<file path="src/rtl/core/hfv_pkg.sv">
package hfv_pkg;

  // Field widths
  localparam int DATA_W      = 8;
  localparam int FRAME_LEN_W = 21;
  localparam int HOST_LEN_W  = 13;
  localparam int VERSION_W   = 32;
  localparam int INTENT_W    = 2;
  localparam int VERDICT_W   = 2;
  localparam int CONSUMED_W  = 22;

  // Configuration port
  localparam int CFG_INDEX_W = 2;
  localparam int CFG_DATA_W  = 32;

  localparam logic [CFG_INDEX_W-1:0] CFG_FRAME_LEN_MAX        = 2'd0;
  localparam logic [CFG_INDEX_W-1:0] CFG_HOST_LEN_MAX         = 2'd1;
  localparam logic [CFG_INDEX_W-1:0] CFG_TRANSFER_MIN_VERSION = 2'd2;

  localparam logic [FRAME_LEN_W-1:0] FRAME_LEN_MAX_RST        = 21'd786;
  localparam logic [HOST_LEN_W-1:0]  HOST_LEN_MAX_RST         = 13'd765;
  localparam logic [VERSION_W-1:0]   TRANSFER_MIN_VERSION_RST = 32'd766;

  // Reported verdict codes
  localparam logic [VERDICT_W-1:0] VERDICT_MATCH     = 2'd0;
  localparam logic [VERDICT_W-1:0] VERDICT_NO_MATCH  = 2'd1;
  localparam logic [VERDICT_W-1:0] VERDICT_NEED_MORE = 2'd2;

  // Parameter defaults
  localparam int LENGTH_PREFIX_BYTES_DEF = 3;
  localparam int VARINT_MAX_BYTES_DEF    = 5;

  typedef struct packed {
    logic [DATA_W-1:0] data_byte;
    logic              last_byte;
  } hfv_byte_t;

  typedef struct packed {
    logic [VERDICT_W-1:0]        verdict;
    logic signed [VERSION_W-1:0] client_version;
    logic [INTENT_W-1:0]         intention;
    logic [CONSUMED_W-1:0]       bytes_consumed;
  } hfv_result_t;

endpackage

</file>
<file path="src/rtl/core/hfv_if.sv">
// Segment byte stream
interface hfv_byte_if;
  logic                             valid;
  logic                             ready;
  logic [hfv_pkg::DATA_W-1:0]       data_byte;
  logic                             last_byte;

  modport source (output valid, output data_byte, output last_byte, input ready);
  modport sink (input valid, input data_byte, input last_byte, output ready);
endinterface

// Verdict stream, one transfer per segment
interface hfv_result_if;
  logic                                    valid;
  logic                                    ready;
  logic [hfv_pkg::VERDICT_W-1:0]           verdict;
  logic signed [hfv_pkg::VERSION_W-1:0]    client_version;
  logic [hfv_pkg::INTENT_W-1:0]            intention;
  logic [hfv_pkg::CONSUMED_W-1:0]          bytes_consumed;

  modport source (output valid, output verdict, output client_version,
                  output intention, output bytes_consumed, input ready);
  modport sink (input valid, input verdict, input client_version,
                input intention, input bytes_consumed, output ready);
endinterface

</file>
<file path="src/rtl/core/handshake_frame_validator.sv">
// Handshake frame validator.
// segment: one payload byte per transfer, last_byte set on the segment's
//   final byte. The bytes are checked against a length-prefixed handshake
//   frame (varint length, id 0, varint version, host string, port, intention).
// result: one transfer per segment, sent for the last byte: verdict
//   (match / no match / need more data), version, intention and the number
//   of bytes the frame covers; the last three are zero unless it matched.
// cfg_write/cfg_index/cfg_data: write frame_len_max (0), host_len_max (1)
//   and transfer_min_version (2); write only while no segment is in flight.
// Throughput: one byte per cycle unless a final byte waits on a full
//   result register. Each byte is held in the input register and parsed
//   by the next-state logic, and the segment's result is then registered.
// Stall: non-final bytes keep flowing while a result waits; a final byte
//   holds in the input register until the result register is free, and
//   segment.ready drops only then.
// Reset (rst, synchronous): configuration registers return to their
//   defaults, parse state clears and both stages empty.
module handshake_frame_validator #(
  parameter int LENGTH_PREFIX_BYTES = hfv_pkg::LENGTH_PREFIX_BYTES_DEF,
  parameter int VARINT_MAX_BYTES    = hfv_pkg::VARINT_MAX_BYTES_DEF
) (
  input  logic                            clk,
  input  logic                            rst,
  hfv_byte_if.sink                        segment,
  hfv_result_if.source                    result,
  input  logic                            cfg_write,
  input  logic [hfv_pkg::CFG_INDEX_W-1:0] cfg_index,
  input  logic [hfv_pkg::CFG_DATA_W-1:0]  cfg_data
);

  logic                 held_valid;
  hfv_pkg::hfv_byte_t   held;
  logic                 take;
  logic                 res_load;
  logic                 out_room;
  hfv_pkg::hfv_result_t res;

  hfv_in_stage u_in (
    .clk        (clk),
    .rst        (rst),
    .segment    (segment),
    .take       (take),
    .held_valid (held_valid),
    .held       (held)
  );

  hfv_parser #(
    .LENGTH_PREFIX_BYTES (LENGTH_PREFIX_BYTES),
    .VARINT_MAX_BYTES    (VARINT_MAX_BYTES)
  ) u_parser (
    .clk        (clk),
    .rst        (rst),
    .cfg_write  (cfg_write),
    .cfg_index  (cfg_index),
    .cfg_data   (cfg_data),
    .held_valid (held_valid),
    .held       (held),
    .out_room   (out_room),
    .take       (take),
    .res_load   (res_load),
    .res        (res)
  );

  hfv_out_stage u_out (
    .clk      (clk),
    .rst      (rst),
    .res_load (res_load),
    .res      (res),
    .out_room (out_room),
    .result   (result)
  );

  // A result never overwrites one still waiting
  a_no_overwrite: assert property (@(posedge clk) disable iff (rst)
    res_load |-> out_room)
    else $error("result register overwritten");

  // A held byte that is not parsed stays held
  a_hold_byte: assert property (@(posedge clk) disable iff (rst)
    (held_valid && !take) |=> held_valid)
    else $error("held byte lost");

  // Anything but a match reports zero fields
  a_zero_fields: assert property (@(posedge clk) disable iff (rst)
    (result.valid && (result.verdict != hfv_pkg::VERDICT_MATCH)) |->
      ((result.client_version == '0) && (result.intention == '0) &&
       (result.bytes_consumed == '0)))
    else $error("non-match result carries data");

  // Shortest matching frame: one prefix byte and six body bytes
  a_match_size: assert property (@(posedge clk) disable iff (rst)
    (result.valid && (result.verdict == hfv_pkg::VERDICT_MATCH)) |->
      (result.bytes_consumed >= hfv_pkg::CONSUMED_W'(7)))
    else $error("match with impossible size");

endmodule

</file>
<file path="src/rtl/core/hfv_in_stage.sv">
module hfv_in_stage (
  input  logic               clk,
  input  logic               rst,
  hfv_byte_if.sink           segment,
  input  logic               take,
  output logic               held_valid,
  output hfv_pkg::hfv_byte_t held
);

  // Free, or emptied by the parser this cycle
  assign segment.ready = !held_valid || take;

  always_ff @(posedge clk) begin
    if (rst) begin
      held_valid <= 1'b0;
    end else if (segment.valid && segment.ready) begin
      held_valid <= 1'b1;
    end else if (take) begin
      held_valid <= 1'b0;
    end
  end

  // Payload, no reset needed
  always_ff @(posedge clk) begin
    if (segment.valid && segment.ready) begin
      held.data_byte <= segment.data_byte;
      held.last_byte <= segment.last_byte;
    end
  end

endmodule

</file>
<file path="src/rtl/core/hfv_parser.sv">
module hfv_parser #(
  parameter int LENGTH_PREFIX_BYTES = hfv_pkg::LENGTH_PREFIX_BYTES_DEF,
  parameter int VARINT_MAX_BYTES    = hfv_pkg::VARINT_MAX_BYTES_DEF
) (
  input  logic                               clk,
  input  logic                               rst,
  input  logic                               cfg_write,
  input  logic [hfv_pkg::CFG_INDEX_W-1:0]    cfg_index,
  input  logic [hfv_pkg::CFG_DATA_W-1:0]     cfg_data,
  input  logic                               held_valid,
  input  hfv_pkg::hfv_byte_t                 held,
  input  logic                               out_room,
  output logic                               take,
  output logic                               res_load,
  output hfv_pkg::hfv_result_t               res
);

  localparam int MaxCount = (LENGTH_PREFIX_BYTES > VARINT_MAX_BYTES) ?
                            LENGTH_PREFIX_BYTES : VARINT_MAX_BYTES;
  localparam int CntW     = $clog2(MaxCount + 1);
  localparam int PlW      = $clog2(LENGTH_PREFIX_BYTES + 1);
  localparam int AccW     = hfv_pkg::VERSION_W;

  // Parse phases
  localparam logic [2:0] PH_PREFIX  = 3'd0;
  localparam logic [2:0] PH_ID      = 3'd1;
  localparam logic [2:0] PH_VERSION = 3'd2;
  localparam logic [2:0] PH_HOSTLEN = 3'd3;
  localparam logic [2:0] PH_HOST    = 3'd4;
  localparam logic [2:0] PH_PORT    = 3'd5;
  localparam logic [2:0] PH_INTENT  = 3'd6;
  localparam logic [2:0] PH_TRAIL   = 3'd7;

  // Decision state
  localparam logic [1:0] VF_NONE    = 2'd0;
  localparam logic [1:0] VF_MATCH   = 2'd1;
  localparam logic [1:0] VF_NOMATCH = 2'd2;

  // Configuration registers
  logic [hfv_pkg::FRAME_LEN_W-1:0] frame_len_max;
  logic [hfv_pkg::HOST_LEN_W-1:0]  host_len_max;
  logic [hfv_pkg::VERSION_W-1:0]   transfer_min_version;

  // Parse state
  logic [2:0]                      phase, phase_next;
  logic [AccW-1:0]                 acc, acc_next;
  logic [CntW-1:0]                 cnt, cnt_next;
  logic [hfv_pkg::FRAME_LEN_W-1:0] frame_len, frame_len_next;
  logic [PlW-1:0]                  prefix_len, prefix_len_next;
  logic [hfv_pkg::FRAME_LEN_W-1:0] body_count, body_count_next;
  logic [hfv_pkg::HOST_LEN_W-1:0]  skip_left, skip_left_next;
  logic [hfv_pkg::VERSION_W-1:0]   version, version_next;
  logic [hfv_pkg::INTENT_W-1:0]    intent, intent_next;
  logic                            body_err, body_err_next;
  logic [1:0]                      vfix, vfix_next;

  logic [hfv_pkg::DATA_W-1:0]      b;
  logic [AccW-1:0]                 acc_add;
  logic [CntW-1:0]                 cnt_inc;
  logic [hfv_pkg::HOST_LEN_W-1:0]  skip_dec;
  logic                            intent_ok;

  // Byte leaves the input register unless it closes the segment and the
  // output register is still occupied
  assign take     = held_valid && (!held.last_byte || out_room);
  assign res_load = take && held.last_byte;
  assign b        = held.data_byte;

  // Merge the low seven bits of the byte at the current varint position
  always_comb begin
    acc_add = acc;
    for (int k = 0; k < 5; k++) begin
      if (int'(cnt) == k) begin
        acc_add = acc | (AccW'(b[6:0]) << (7 * k));
      end
    end
  end

  assign cnt_inc   = cnt + CntW'(1);
  assign skip_dec  = skip_left - hfv_pkg::HOST_LEN_W'(1);
  assign intent_ok = (b == 8'd1) || (b == 8'd2) ||
                     ((b == 8'd3) && ($signed(version) >= $signed(transfer_min_version)));

  // Per-byte state update
  always_comb begin
    phase_next      = phase;
    acc_next        = acc;
    cnt_next        = cnt;
    frame_len_next  = frame_len;
    prefix_len_next = prefix_len;
    body_count_next = body_count;
    skip_left_next  = skip_left;
    version_next    = version;
    intent_next     = intent;
    body_err_next   = body_err;
    vfix_next       = vfix;

    if (vfix != VF_NONE) begin
      // decided: ignore until segment end
    end else if (phase == PH_PREFIX) begin
      acc_next = acc_add;
      cnt_next = cnt_inc;
      if (!b[7]) begin
        if ((acc_add == '0) || acc_add[AccW-1] ||
            (acc_add > AccW'(frame_len_max))) begin
          vfix_next = VF_NOMATCH;
        end else begin
          frame_len_next  = acc_add[hfv_pkg::FRAME_LEN_W-1:0];
          prefix_len_next = PlW'(cnt_inc);
          body_count_next = '0;
          phase_next      = PH_ID;
          acc_next        = '0;
          cnt_next        = '0;
        end
      end else if (int'(cnt_inc) >= LENGTH_PREFIX_BYTES) begin
        vfix_next = VF_NOMATCH;
      end
    end else begin
      // Body byte; once a fault is recorded only the count moves on
      if (!body_err) begin
        unique case (phase)
          PH_ID: begin
            if (b != '0) body_err_next = 1'b1;
            phase_next = PH_VERSION;
            acc_next   = '0;
            cnt_next   = '0;
          end
          PH_VERSION, PH_HOSTLEN: begin
            acc_next = acc_add;
            cnt_next = cnt_inc;
            if (!b[7]) begin
              if (phase == PH_VERSION) begin
                version_next = acc_add;
                phase_next   = PH_HOSTLEN;
              end else if (acc_add[AccW-1] || (acc_add > AccW'(host_len_max))) begin
                body_err_next = 1'b1;
              end else if (acc_add == '0) begin
                phase_next     = PH_PORT;
                skip_left_next = hfv_pkg::HOST_LEN_W'(2);
              end else begin
                phase_next     = PH_HOST;
                skip_left_next = acc_add[hfv_pkg::HOST_LEN_W-1:0];
              end
              acc_next = '0;
              cnt_next = '0;
            end else if (int'(cnt_inc) >= VARINT_MAX_BYTES) begin
              body_err_next = 1'b1;
            end
          end
          PH_HOST: begin
            skip_left_next = skip_dec;
            if (skip_dec == '0) begin
              phase_next     = PH_PORT;
              skip_left_next = hfv_pkg::HOST_LEN_W'(2);
            end
          end
          PH_PORT: begin
            skip_left_next = skip_dec;
            if (skip_dec == '0) phase_next = PH_INTENT;
          end
          PH_INTENT: begin
            if (intent_ok) begin
              intent_next = b[hfv_pkg::INTENT_W-1:0];
              phase_next  = PH_TRAIL;
            end else begin
              body_err_next = 1'b1;
            end
          end
          default: begin
            // trailing byte inside the frame
            body_err_next = 1'b1;
          end
        endcase
      end
      body_count_next = body_count + hfv_pkg::FRAME_LEN_W'(1);
      // Frame complete: settle the verdict
      if (body_count_next >= frame_len) begin
        if (phase_next != PH_TRAIL) body_err_next = 1'b1;
        vfix_next = body_err_next ? VF_NOMATCH : VF_MATCH;
      end
    end
  end

  // Result for the segment's last byte
  always_comb begin
    res.verdict        = hfv_pkg::VERDICT_NEED_MORE;
    res.client_version = '0;
    res.intention      = '0;
    res.bytes_consumed = '0;
    unique case (vfix_next)
      VF_MATCH: begin
        res.verdict        = hfv_pkg::VERDICT_MATCH;
        res.client_version = $signed(version_next);
        res.intention      = intent_next;
        res.bytes_consumed = hfv_pkg::CONSUMED_W'(prefix_len_next) +
                             hfv_pkg::CONSUMED_W'(frame_len_next);
      end
      VF_NOMATCH: res.verdict = hfv_pkg::VERDICT_NO_MATCH;
      default:    res.verdict = hfv_pkg::VERDICT_NEED_MORE;
    endcase
  end

  // Configuration writes
  always_ff @(posedge clk) begin
    if (rst) begin
      frame_len_max        <= hfv_pkg::FRAME_LEN_MAX_RST;
      host_len_max         <= hfv_pkg::HOST_LEN_MAX_RST;
      transfer_min_version <= hfv_pkg::TRANSFER_MIN_VERSION_RST;
    end else if (cfg_write) begin
      unique case (cfg_index)
        hfv_pkg::CFG_FRAME_LEN_MAX:
          frame_len_max <= cfg_data[hfv_pkg::FRAME_LEN_W-1:0];
        hfv_pkg::CFG_HOST_LEN_MAX:
          host_len_max <= cfg_data[hfv_pkg::HOST_LEN_W-1:0];
        hfv_pkg::CFG_TRANSFER_MIN_VERSION:
          transfer_min_version <= cfg_data[hfv_pkg::VERSION_W-1:0];
        default: begin
          // unused index
        end
      endcase
    end
  end

  // Parse state; cleared at segment end
  always_ff @(posedge clk) begin
    if (rst || res_load) begin
      phase      <= PH_PREFIX;
      acc        <= '0;
      cnt        <= '0;
      frame_len  <= '0;
      prefix_len <= '0;
      body_count <= '0;
      skip_left  <= '0;
      version    <= '0;
      intent     <= '0;
      body_err   <= 1'b0;
      vfix       <= VF_NONE;
    end else if (take) begin
      phase      <= phase_next;
      acc        <= acc_next;
      cnt        <= cnt_next;
      frame_len  <= frame_len_next;
      prefix_len <= prefix_len_next;
      body_count <= body_count_next;
      skip_left  <= skip_left_next;
      version    <= version_next;
      intent     <= intent_next;
      body_err   <= body_err_next;
      vfix       <= vfix_next;
    end
  end

endmodule

</file>
<file path="src/rtl/core/hfv_out_stage.sv">
module hfv_out_stage (
  input  logic                 clk,
  input  logic                 rst,
  input  logic                 res_load,
  input  hfv_pkg::hfv_result_t res,
  output logic                 out_room,
  hfv_result_if.source         result
);

  logic                 valid;
  hfv_pkg::hfv_result_t payload;

  assign out_room = !valid || result.ready;

  always_ff @(posedge clk) begin
    if (rst) begin
      valid <= 1'b0;
    end else if (res_load) begin
      valid <= 1'b1;
    end else if (result.ready) begin
      valid <= 1'b0;
    end
  end

  always_ff @(posedge clk) begin
    if (res_load) payload <= res;
  end

  assign result.valid          = valid;
  assign result.verdict        = payload.verdict;
  assign result.client_version = payload.client_version;
  assign result.intention      = payload.intention;
  assign result.bytes_consumed = payload.bytes_consumed;

endmodule
</file>
<file path="src/flat_wrapper.sv">
// flat-port wrapper written by rule: the top's interface ports become plain ports
module handshake_frame_validator_flat 
#(
  parameter int LENGTH_PREFIX_BYTES = hfv_pkg::LENGTH_PREFIX_BYTES_DEF,
  parameter int VARINT_MAX_BYTES    = hfv_pkg::VARINT_MAX_BYTES_DEF
)
  (clk, rst, cfg_write, cfg_index, cfg_data, segment_valid, segment_data_byte, segment_last_byte, segment_ready, result_valid, result_verdict, result_client_version, result_intention, result_bytes_consumed, result_ready);
  hfv_byte_if segment_i ();
  hfv_result_if result_i ();
  input  logic clk;
  input  logic rst;
  input  logic cfg_write;
  input  logic [hfv_pkg::CFG_INDEX_W-1:0] cfg_index;
  input  logic [hfv_pkg::CFG_DATA_W-1:0] cfg_data;
  input wire logic [$bits(segment_i.valid)-1:0] segment_valid;
  input wire logic [$bits(segment_i.data_byte)-1:0] segment_data_byte;
  input wire logic [$bits(segment_i.last_byte)-1:0] segment_last_byte;
  output wire logic [$bits(segment_i.ready)-1:0] segment_ready;
  output wire logic [$bits(result_i.valid)-1:0] result_valid;
  output wire logic [$bits(result_i.verdict)-1:0] result_verdict;
  output wire logic [$bits(result_i.client_version)-1:0] result_client_version;
  output wire logic [$bits(result_i.intention)-1:0] result_intention;
  output wire logic [$bits(result_i.bytes_consumed)-1:0] result_bytes_consumed;
  input wire logic [$bits(result_i.ready)-1:0] result_ready;
  assign segment_i.valid = segment_valid;
  assign segment_i.data_byte = segment_data_byte;
  assign segment_i.last_byte = segment_last_byte;
  assign segment_ready = segment_i.ready;
  assign result_valid = result_i.valid;
  assign result_verdict = result_i.verdict;
  assign result_client_version = result_i.client_version;
  assign result_intention = result_i.intention;
  assign result_bytes_consumed = result_i.bytes_consumed;
  assign result_i.ready = result_ready;
  handshake_frame_validator #(.LENGTH_PREFIX_BYTES(LENGTH_PREFIX_BYTES), .VARINT_MAX_BYTES(VARINT_MAX_BYTES)) u_core (.clk(clk), .rst(rst), .segment(segment_i), .result(result_i), .cfg_write(cfg_write), .cfg_index(cfg_index), .cfg_data(cfg_data));
endmodule
</file>
<file path="config.mk">
export PLATFORM = sky130hd
export DESIGN_NAME = handshake_frame_validator_flat
export DESIGN_NICKNAME = d
export VERILOG_FILES = /design/src/rtl/core/hfv_pkg.sv /design/src/rtl/core/hfv_if.sv /design/src/rtl/core/handshake_frame_validator.sv /design/src/rtl/core/hfv_in_stage.sv /design/src/rtl/core/hfv_parser.sv /design/src/rtl/core/hfv_out_stage.sv /design/src/flat_wrapper.sv
export SDC_FILE = /design/constraint.sdc
export NUM_CORES = 1
export LEC_CHECK = 0
export BUFFER_PORTS_ARGS = -buffer_cell sky130_fd_sc_hd__buf_2
export CORE_ASPECT_RATIO = 0.5
export CORE_MARGIN = 5
export CORE_UTILIZATION = 60
export DETAILED_ROUTE_END_ITERATION = 6
export GPL_ROUTABILITY_DRIVEN = 0
export PLACE_DENSITY = 0.87
export SETUP_SLACK_MARGIN = 0.02
export SYNTH_ARGS = -nofsm -noshare
export SYNTH_HDL_FRONTEND = slang
export SYNTH_SLANG_ARGS = --single-unit
</file>
<file path="constraint.sdc">
create_clock -name clk -period 9.5 [get_ports clk]
set_input_delay 0.475 -clock clk [delete_from_list [all_inputs] [get_ports clk]]
set_output_delay 0.475 -clock clk [all_outputs]
set_load 0.02 [all_outputs]
</file>
# Yosys cells after proc, flatten, opt, wreduce, memory -nomap -nowiden
# Index checks and enable logic that the tools add are counted.
# classes
bitwise,8
n_lt_le_gt_ge,6
n_addsub,4
reduce_logical,36
n_eq_ne,24
n_mux,84
# op_table
operator,n
32-bit two-way mux,16
21-bit two-way mux,7
13-bit two-way mux,5
32-bit one-hot mux with 2 select lines,1
3-bit two-way mux,17
13-bit one-hot mux with 3 select lines,1
32-bit >= comparator,1
32-bit by 13-bit greater-than comparator with 1-bit output,1
32-bit by 21-bit greater-than comparator with 1-bit output,1
32-bit logical NOT,1
2-bit two-way mux,16
32-bit by 14-bit OR with 32-bit output,1
32-bit by 21-bit OR with 32-bit output,1
32-bit by 28-bit OR with 32-bit output,1
32-bit OR,1
32-bit by 7-bit OR with 32-bit output,1
2-bit by 21-bit adder with 22-bit output,1
21-bit by 1-bit adder with 21-bit output (second input constant),1
21-bit >= comparator,1
3-bit equality test (second input constant),6
1-bit two-way mux,17
8-bit by 2-bit equality test with 1-bit output (second input constant),2
3-bit one-hot mux with 5 select lines,1
13-bit logical NOT,1
other kinds (29),60
# totals
input_bits,48
reg_bits,267
wordCells,184
output_inout_bits,60

# Depth between registers and ports, before layout
# Gate-level depths: netlist (run 1).
# logic_depth
word_depth,26
ltp_mapped,26
depth_no_buf,22

# Cells and area by module
# A second synthesis (run 1) with hierarchy kept.
# hier_totals
cells_unflattened,1698
hier_area_um2,14564.0
# modules_own_cells
module,area_each_um2,instances,cells_per_inst,seq_area_each_um2
hfv_parser,12450.7,1,1622,3963.8
hfv_out_stage,1788.0,1,62,1761.7
hfv_in_stage,325.3,1,14,290.3

# Worst setup path after synthesis (run 1)
# OpenSTA, ideal clock, no wires.
# synth_timing
path_type,register to register
start,register u_core.u_parser.cnt[2]
end,"register u_core.u_out.payload (netlist bit u_core.u_out.result.bytes_consumed[19]), data pin"
synth_period_minus_slack_ns,5.680
required_time_ns,9.244
stages_incl_launch_ff,27
n_path_buf,4
t_arrival_ns,5.424
path_slack_ns,3.820
setup_ns,0.256
path_cell_list,dfxtp_1 buf_2 inv_1 ha_1 buf_2 nor3_1 and2_1 a21oi_1 inv_1 ha_1 nor2b_1 o211ai_1 a2111oi_0 a2111oi_0 a21oi_1 nor4_4 buf_4 mux2_2 ha_1 a21o_1 nand3_1 or2_2 clkbuf_1 nor3b_1 xnor2_1 nand2_1 o211a_1
# synth_between
word_cells_on_any_way,55
cone_classes,2 x add/sub; 4 x order compare; 6 x eq/ne; 38 x mux; 5 x reduce/logical
# synth_lines
item,line_no,source
start: declaration,hfv_parser.sv:47,"logic [CntW-1:0] cnt, cnt_next;"
start signal: assignment,hfv_parser.sv:241,cnt <= cnt_next;
3-bit logical NOT,hfv_parser.sv:73,if (int'(cnt) == k) begin
32-bit two-way mux (4 in a row),hfv_parser.sv:73,
32-bit two-way mux (*),hfv_parser.sv:73,
"parallel branches: the longest is 2 deep, another holds 32-bit by 21-bit greater-than comparator with 1-bit output",--,
1-bit logical OR (*),hfv_parser.sv:104,if ((acc_add == '0) || acc_add[AccW-1] ||
2-bit two-way mux (*),hfv_parser.sv:104,
2-bit two-way mux (*),hfv_parser.sv:103,if (!b[7]) begin
2-bit two-way mux (*),hfv_parser.sv:100,end else if (phase == PH_PREFIX) begin
2-bit two-way mux (*),hfv_parser.sv:98,if (vfix != VF_NONE) begin
net u_core.u_parser.prefix_len_next[1],hfv_parser.sv:49,"logic [PlW-1:0] prefix_len, prefix_len_next;"
2-bit by 21-bit adder with 22-bit output (*),hfv_parser.sv:195,res.bytes_consumed = hfv_pkg::CONSUMED_W'(prefix_len_next) +
end signal: assignment,hfv_out_stage.sv:26,if (res_load) payload <= res;
end: declaration,hfv_out_stage.sv:11,hfv_pkg::hfv_result_t payload;
# Mark *: on every way through the listed nets, which the timed path passes. The select of a mux whose other input is x is not followed.
# A chain may end at the register's enable or synchronous reset.

# Worst setup path after layout (run 1)
# layout_timing
start,register u_core.u_parser.cnt[1]
end,"register u_core.u_out.payload (netlist bit u_core.u_out.result.bytes_consumed[19]), data pin"
# layout_between
word_cells_on_any_way,55
cone_classes,2 x add/sub; 4 x order compare; 6 x eq/ne; 38 x mux; 5 x reduce/logical
# layout_lines
item,line_no
"parallel branches: the longest is 9 deep, another holds 32-bit by 21-bit greater-than comparator with 1-bit output",--
2-bit two-way mux (*),hfv_parser.sv:104
2-bit two-way mux (*),hfv_parser.sv:103
2-bit two-way mux (*),hfv_parser.sv:100
2-bit two-way mux (*),hfv_parser.sv:98
net u_core.u_parser.prefix_len_next[1],hfv_parser.sv:49
2-bit by 21-bit adder with 22-bit output (*),hfv_parser.sv:195
# Marked as above.

==> out/qor.yml, run 1 <==
worst_slew_pin_slew_ps: 1179
drive_gt1_share_pct: 11.63
final_cell_count_no_fill: 2078
die_height_um: 120.1
ys.flop_type: "dfxtp_1"
syn2layout_area_growth_pct: 10.46
cp_common_cell: "ha_1"
p_total_mw: 2.625
fin_setup_tns_ps: 0
die_area_sq_um: 27670
slowest_stage: "a21oi_1"
clock_latency_ps: 560
cp_cell_sequence: "ha_1 -> ha_1 -> nor3_1 -> and2_1 -> a21oi_1 -> inv_1 -> ha_1 -> nand2_1 -> o21a_1 -> o211ai_1 -> a2111oi_0 -> a21oi_1 -> nor4_4 -> buf_4 -> mux2_2 -> ha_1 -> a21o_1 -> nand3_1 -> or2_2 -> nor3b_1 -> xnor2_1 -> nand2_1 -> o211a_1"
drtIter0Drc: 1792
min_period_ps: 6889
cts_max_level: 1
ios: 108
ir_drop_v: 0.0001241
drcViolationCount: 0
worstPathRequired_ps: 9790
start_util_pct: 60.86
grt_pass1_vias: 12210
yosysTopAreaCell: "dfxtp_1"
r2r_start: "u_core.u_parser.cnt[1]"
drtPass1Iterations: 6
leakage_nw: 7.009
cts.sinks: 267
rows: 40
p_switching_mw: 0.7111
finClkSkew_ps: 28.89
fin_crit_sh_pct: 72.52
p_per_area_nw_per_um2: 163.2
worst_setup_path_end_kind: "flop"
synth-edff-count: 67
cpPeakStageDelay_ps: 570
ys_seq_elements: 267
root_buffer: "clkbuf_16"
switching_share_pct: 27.09
rsz0062_at_grt: "false"
power_frac_seq_pct: 46.6
mostFrequentLayoutCells: "247 x nand2_1, 200 x dfxtp_1, 153 x nor2_1"
synth_cell_types: 75
grt_pass1_wl_mm: 64.62
wl_per_cell_um: 20.11
synth_fp_nets: 1840
finalNetCount: 1892
cts_tree: "done"
critPathMaxFanout: 42
overflow: 0
fmax_mhz: 145.2
critPathKind: "reg -> reg"
combinationalPowerShare_pct: 13.1
hold_path_class: "in -> reg"
syn-instance-count: 1692
cts_resized: 0
clk_path_buf_depth: 3
grt_max_degree: 71
layout_commonest_cell: "nand2_1"
synthTopCellsByArea: "dfxtp_1 28%, edfxtp_1 14%, ha_1 8.5%"
status: "finished clean"
dpl.hpwl_mm: 29.32
clockPowerShare_pct: 40.3
ys_seq_area_share_pct: 41.32
die_w_um: 230.3
core-area_sq_um: 23920
setup_viol: 0
relSlewSlack_pct: 21.39
startpoint: "u_core.u_parser.cnt[1]"
postCtsHoldBufs: 0
avgSynthCellArea_sq_um: 8.605
vias: 13210
antenna_left: 0
hold_viol: 0
slew_violations: 0
antenna_found_initial: 2
dp.cells: 2033
p_int_mw: 1.914
routed_wl_mm: 41.80
post-cts-setup-buffers: 0
cap_viol_max_count: 0
syn_area_sq_um: 14560
yosysWarnings: 0
routed_via_density: 6.357
cp.arrival_ps: 7180
ys_async_sr_fraction_pct: 0
hp-start: "segment_data_byte[3]"
synth_top_area_share_pct: 27.50
cts_buffers: 24
fin_util_pct: 67.22
clk_pin_slew_worst_paths_ps: 70
grt_usage_pct: 28.88
cp-start-kind: "flop"
port-buffer-count: 107
[worst max-delay path, delay by kind of cell (launching register included)]
kind	cells	cell delay, ps
compound gates	7	1900
simple gates	8	1700
fa+ha+maj	4	1250
buf+inv	2	780
mux	1	430
flops	1	410
xor+xnor	1	170
[synth_stat cells, types with 7 or more instances]
master	n
nand3b_1	12
o211ai_1	8
a31oi_1	14
nand3_1	30
buf_1	7
a211o_1	14
o21a_1	11
a22oi_1	11
a2111oi_0	8
nand2_1	247
dfxtp_1	200
o211a_1	38
ha_1	99
or4_1	8
a211oi_2	11
a211oi_1	50
edfxtp_1	67
inv_1	119
or3_1	8
a22o_1	13
o21ai_0	64
xnor2_1	41
nor2_1	153
and3_1	20
a21oi_1	132
nor3_1	31
mux2i_1	14
nor2b_1	10
clkbuf_1	80
nor4_1	15
and2_1	20
nand4_1	21
nor3b_1	8
a21o_1	16
buf_2	8
[kinds of logic after synthesis]
family          synth area share (%)
compound gates                 20.25
xor+xnor                       2.827
fa+ha+maj                      8.646
buf+inv                        5.956
flops                          41.32
mux                            1.195
simple gates                   19.81
[flip-flops by register name, summed over array words and instances (netlist names)]
register,flops
u_core.u_parser.vfix,2
u_core.u_parser.body_count,21
u_core.u_parser.frame_len_max,21
u_core.u_in.held,9
u_core.u_out.result.intention,2
u_core.u_out.result.client_version,32
u_core.u_parser.acc,32
u_core.u_parser.frame_len,21
u_core.u_parser.body_err,1
u_core.u_parser.cnt,3
u_core.u_parser.phase,3
u_core.u_in.held_valid,1
u_core.u_parser.intent,2
u_core.u_parser.host_len_max,13
u_core.u_out.result.verdict,2
u_core.u_parser.skip_left,13
u_core.u_parser.prefix_len,2
u_core.u_parser.transfer_min_version,32
u_core.u_out.result.valid,1
u_core.u_out.result.bytes_consumed,22
u_core.u_parser.version,32
[metrics by stage]
step           instance area, sq um  setup slack, ps  hold slack (ps)
6_report                      16080             2611            89.28
3_3_place_gp                  15240             3141            436.4
2_1_floorplan                 14560             3820            425.8
4_1_cts                       16080             2829            78.87
5_1_grt                       16080             2277            76.88
3_5_place_dp                  15240             2917            448.8
[layer usage]
layer | global-route usage, % | routed length, um | up-vias
met4 | 8.989 | 1393 | 2
met2 | 43.73 | 17670 | 800
met5 | 0 | 13 | -
met1 | 39.62 | 17190 | 6177
li1 | - | - | 6103
met3 | 9.291 | 5535 | 127
[power groups by stage]
stage | Combinational (mW) | Clock [mW] | Sequential [mW]
after CTS | 0.335 | 1.06 | 1.22
after global placement | 0.323 | 0 | 1.24
after detailed placement | 0.331 | 0 | 1.25
after floorplan | 0.236 | 0 | 1.24
final | 0.345 | 1.06 | 1.22
after global routing | 0.374 | 1.11 | 1.22
[final cells by class]
cell class	instances	area (sq um)
tap	315	394.1
clock inverter	16	224.0
antenna	1	2.502
multi-input combinational	1204	7690
clock buffer	28	615.6
inverter	119	446.7
sequential	267	6016
timing repair buffer	128	693.2
fill	1845	7841
[final timing paths]
check / slack, ps / to / cells after the start
setup / recovery: 2610 / u_core.u_out.result.bytes_consumed[19] / 23
hold / removal: 90 / u_core.u_in.held[4] / 1
setup reg to reg: 2610 / u_core.u_out.result.bytes_consumed[19] / 23
hold reg to reg: 460 / u_core.u_parser.transfer_min_version[21] / 2
No activity file was read; power rests on OpenSTA's default activity.
==> inputs of run 2 (changes only) <==
==> constraint.sdc (replaced) <==
create_clock -name clk -period 6.89 [get_ports clk]
set_input_delay 0.3445 -clock clk [delete_from_list [all_inputs] [get_ports clk]]
set_output_delay 0.3445 -clock clk [all_outputs]
set_load 0.02 [all_outputs]
==> out/qor.yml, run 2 (synthesized netlist as in run 1, its figures left out) <==
p_int_mw: 2.633  # +38%
port-buffer-count: 107  # unchanged
highest_layer: "met5"
worst_setup_path_end_kind: "flop"
cts_tree: "done"
die_area_sq_um: 27670  # unchanged
grt_usage_pct: 29.37  # +0.48 points
routed_via_density: 6.269  # -1.4%
finalNetCount: 1913  # +1.1%
leakage_nw: 7.102  # +1.3%
grt_pass1_wl_mm: 65.83  # +1.9%
hold_viol: 0  # unchanged
fin_crit_sh_pct: 91.76  # +19 points
syn2layout_area_growth_pct: 11.73
critPathKind: "reg -> reg"
relSlewSlack_pct: 23.81  # +2.4 points
rr_endpoint: "u_core.u_out.result.bytes_consumed[20]"
die_height_um: 120.1  # unchanged
mostFrequentLayoutCells: "247 x nand2_1, 200 x dfxtp_1, 153 x nor2_1"
slew_violations: 0  # unchanged
cts.sinks: 267  # unchanged
setup_viol: 0  # unchanged
critPathMaxFanout: 11  # -74%
ir_drop_v: 0.0001321  # +6.4%
wl_met2_mm: 17.61  # -0.35%
clockPowerShare_pct: 39.9  # -0.4 points
dr_wl_met3_mm: 5.452  # -1.5%
dpl.hpwl_mm: 29.28  # -0.14%
status: "finished clean"
r2r_cells: 26  # +13%
vias: 13160  # -0.39%
cts_resized: 0  # unchanged
holdWs_ps: 23.34  # -65.94 ps
drcViolationCount: 0  # unchanged
start_util_pct: 60.86  # unchanged
r2r_setup_slack_ps: 570  # -2040 ps
cts_buffers: 24  # unchanged
clock_latency_ps: 560  # about the same
core-area_sq_um: 23920  # unchanged
power_frac_seq_pct: 46.5  # about the same
antenna_left: 0  # unchanged
whs_path_depth: 3  # +2
drtPass1Iterations: 7  # +1
fin_setup_tns_ps: 0  # unchanged
drtIter0Drc: 1954  # +9.0%
cts_max_level: 1  # unchanged
grt_pass1_vias: 12310  # +0.77%
overflow: 0  # unchanged
hp-start: "cfg_data[27]"
finClkSkew_ps: 30.00  # +1.116 ps
routed_wl_mm: 41.66  # -0.32%
wl_met1_mm: 17.26  # +0.40%
p_per_area_nw_per_um2: 222.8  # +36%
die_w_um: 230.3  # unchanged
grt_max_degree: 66  # -7.0%
switching_share_pct: 27.33  # +0.25 points
drive_gt1_share_pct: 12.17  # +0.54 points
worst_slew_pin_slew_ps: 1143  # -36.21 ps
p_switching_mw: 0.9905  # +39%
rows: 40  # unchanged
layout_commonest_cell: "nand2_1"
r2r_start: "u_core.u_parser.cnt[2]"
cp-start-kind: "flop"
rsz0062_at_grt: "false"
combinationalPowerShare_pct: 13.6  # +0.5 points
ios: 108  # unchanged
cp.arrival_ps: 6610  # -570 ps
clk_pin_slew_worst_paths_ps: 70  # about the same
fmax_mhz: 158.2  # +9.0%
wl_per_cell_um: 19.85  # -1.3%
antenna_found_initial: 2  # unchanged
min_period_ps: 6322  # -567.2 ps
hold_path_class: "in -> reg"
clk_path_buf_depth: 3  # unchanged
worstPathRequired_ps: 7180  # -2610 ps
cap_viol_max_count: 0  # unchanged
root_buffer: "clkbuf_16"
hold_end: "u_core.u_parser.transfer_min_version[27]"
-- run 2: changes by cell type in the layout (fill, tap and decap cells not counted) --
| cell | previous run | this run |
|---|---|---|
| bufinv_16 | 5 | 4 |
| buf_12 | 0 | 1 |
| buf_4 | 21 | 32 |
| inv_6 | 0 | 1 |
| clkbuf_1 | 4 | 2 |
| dlygate4sd3_1 | 0 | 9 |
| clkbuf_8 | 0 | 2 |
| clkinv_2 | 5 | 4 |
| clkinv_4 | 2 | 1 |
| clkinv_1 | 2 | 4 |
-- run 2: worst max path at each step --
stage	endpoint	startpoint	cells after the start
floorplan	u_core.u_out.result.bytes_consumed[19]	u_core.u_parser.cnt[2]	26
global placement	u_core.u_out.result.bytes_consumed[20]	u_core.u_parser.cnt[2]	26
detailed placement	u_core.u_out.result.bytes_consumed[20]	u_core.u_parser.cnt[2]	22
CTS	u_core.u_out.result.bytes_consumed[20]	u_core.u_parser.cnt[2]	26
global route	u_core.u_out.result.bytes_consumed[20]	u_core.u_parser.cnt[2]	22
finish	u_core.u_out.result.bytes_consumed[20]	u_core.u_parser.cnt[2]	26
-- run 2: routing by layer --
metal | vias to the layer above | GRT usage [%]
li1 | 6133 | -
met1 | 6120 | 42.04
met2 | 782 | 44.30
met3 | 121 | 7.116
met4 | 2 | 8.840
met5 | - | 0
-- run 2: worst max-delay path: stages (launching register included) --
cell	delay, ps
dfxtp_1	550
inv_1	80
ha_1	340
nor3_1	200
buf_4	180
and2_1	210
a21oi_1	100
buf_4	180
inv_1	100
ha_1	250
nor2b_1	140
o211ai_1	180
a2111oi_0	130
a2111oi_0	420
buf_4	210
a21oi_1	130
nor4_4	390
buf_4	220
mux2i_1	230
ha_1	250
fa_1	380
nand3_1	230
nor2_1	370
nand4_1	140
mux2i_1	190
xnor2_1	80
and2_1	160
-- run 2: layout make-up --
type	count	area, sq um
diodes	1	2.502
well taps	315	394.1
flip-flops and latches	267	6016
clock inverters	16	196.4
inverters	119	446.7
repair buffers	149	885.9
fillers	1824	7656
clock buffers	28	635.6
multi-input cells	1204	7690
-- run 2: power groups by stage --
| stage | Clock (mW) | Combinational (mW) | Sequential [mW] |
|---|---|---|---|
| final | 1.44 | 0.494 | 1.68 |
| after global routing | 1.52 | 0.536 | 1.69 |
| after CTS | 1.44 | 0.478 | 1.68 |
| after detailed placement | 0 | 0.469 | 1.72 |
| after global placement | 0 | 0.457 | 1.72 |
| after floorplan | 0 | 0.325 | 1.71 |
-- run 2: timing repair --
item                      CTS  global route
hold buffers                9             0
hold endpoints to repair    9             0
buffers inserted            0             0
-- run 2: stage by stage --
| stage | area [sq um] | worst slack, ps | instances | utilization, % | total power [mW] |
|---|---|---|---|---|---|
| 3_3_place_gp | 15340 | 1011 | 2045 | 64.13 | 2.172 |
| 2_1_floorplan | 14560 | 1210 | 1692 | - | 2.031 |
| 4_1_cts | 16260 | 669.6 | 2098 | 67.99 | 3.603 |
| 5_1_grt | 16270 | 170.7 | 2099 | 68.00 | 3.740 |
| 3_5_place_dp | 15340 | 760.7 | 2045 | 64.13 | 2.186 |
| 6_report | 16270 | 567.8 | 2099 | 68.00 | 3.624 |
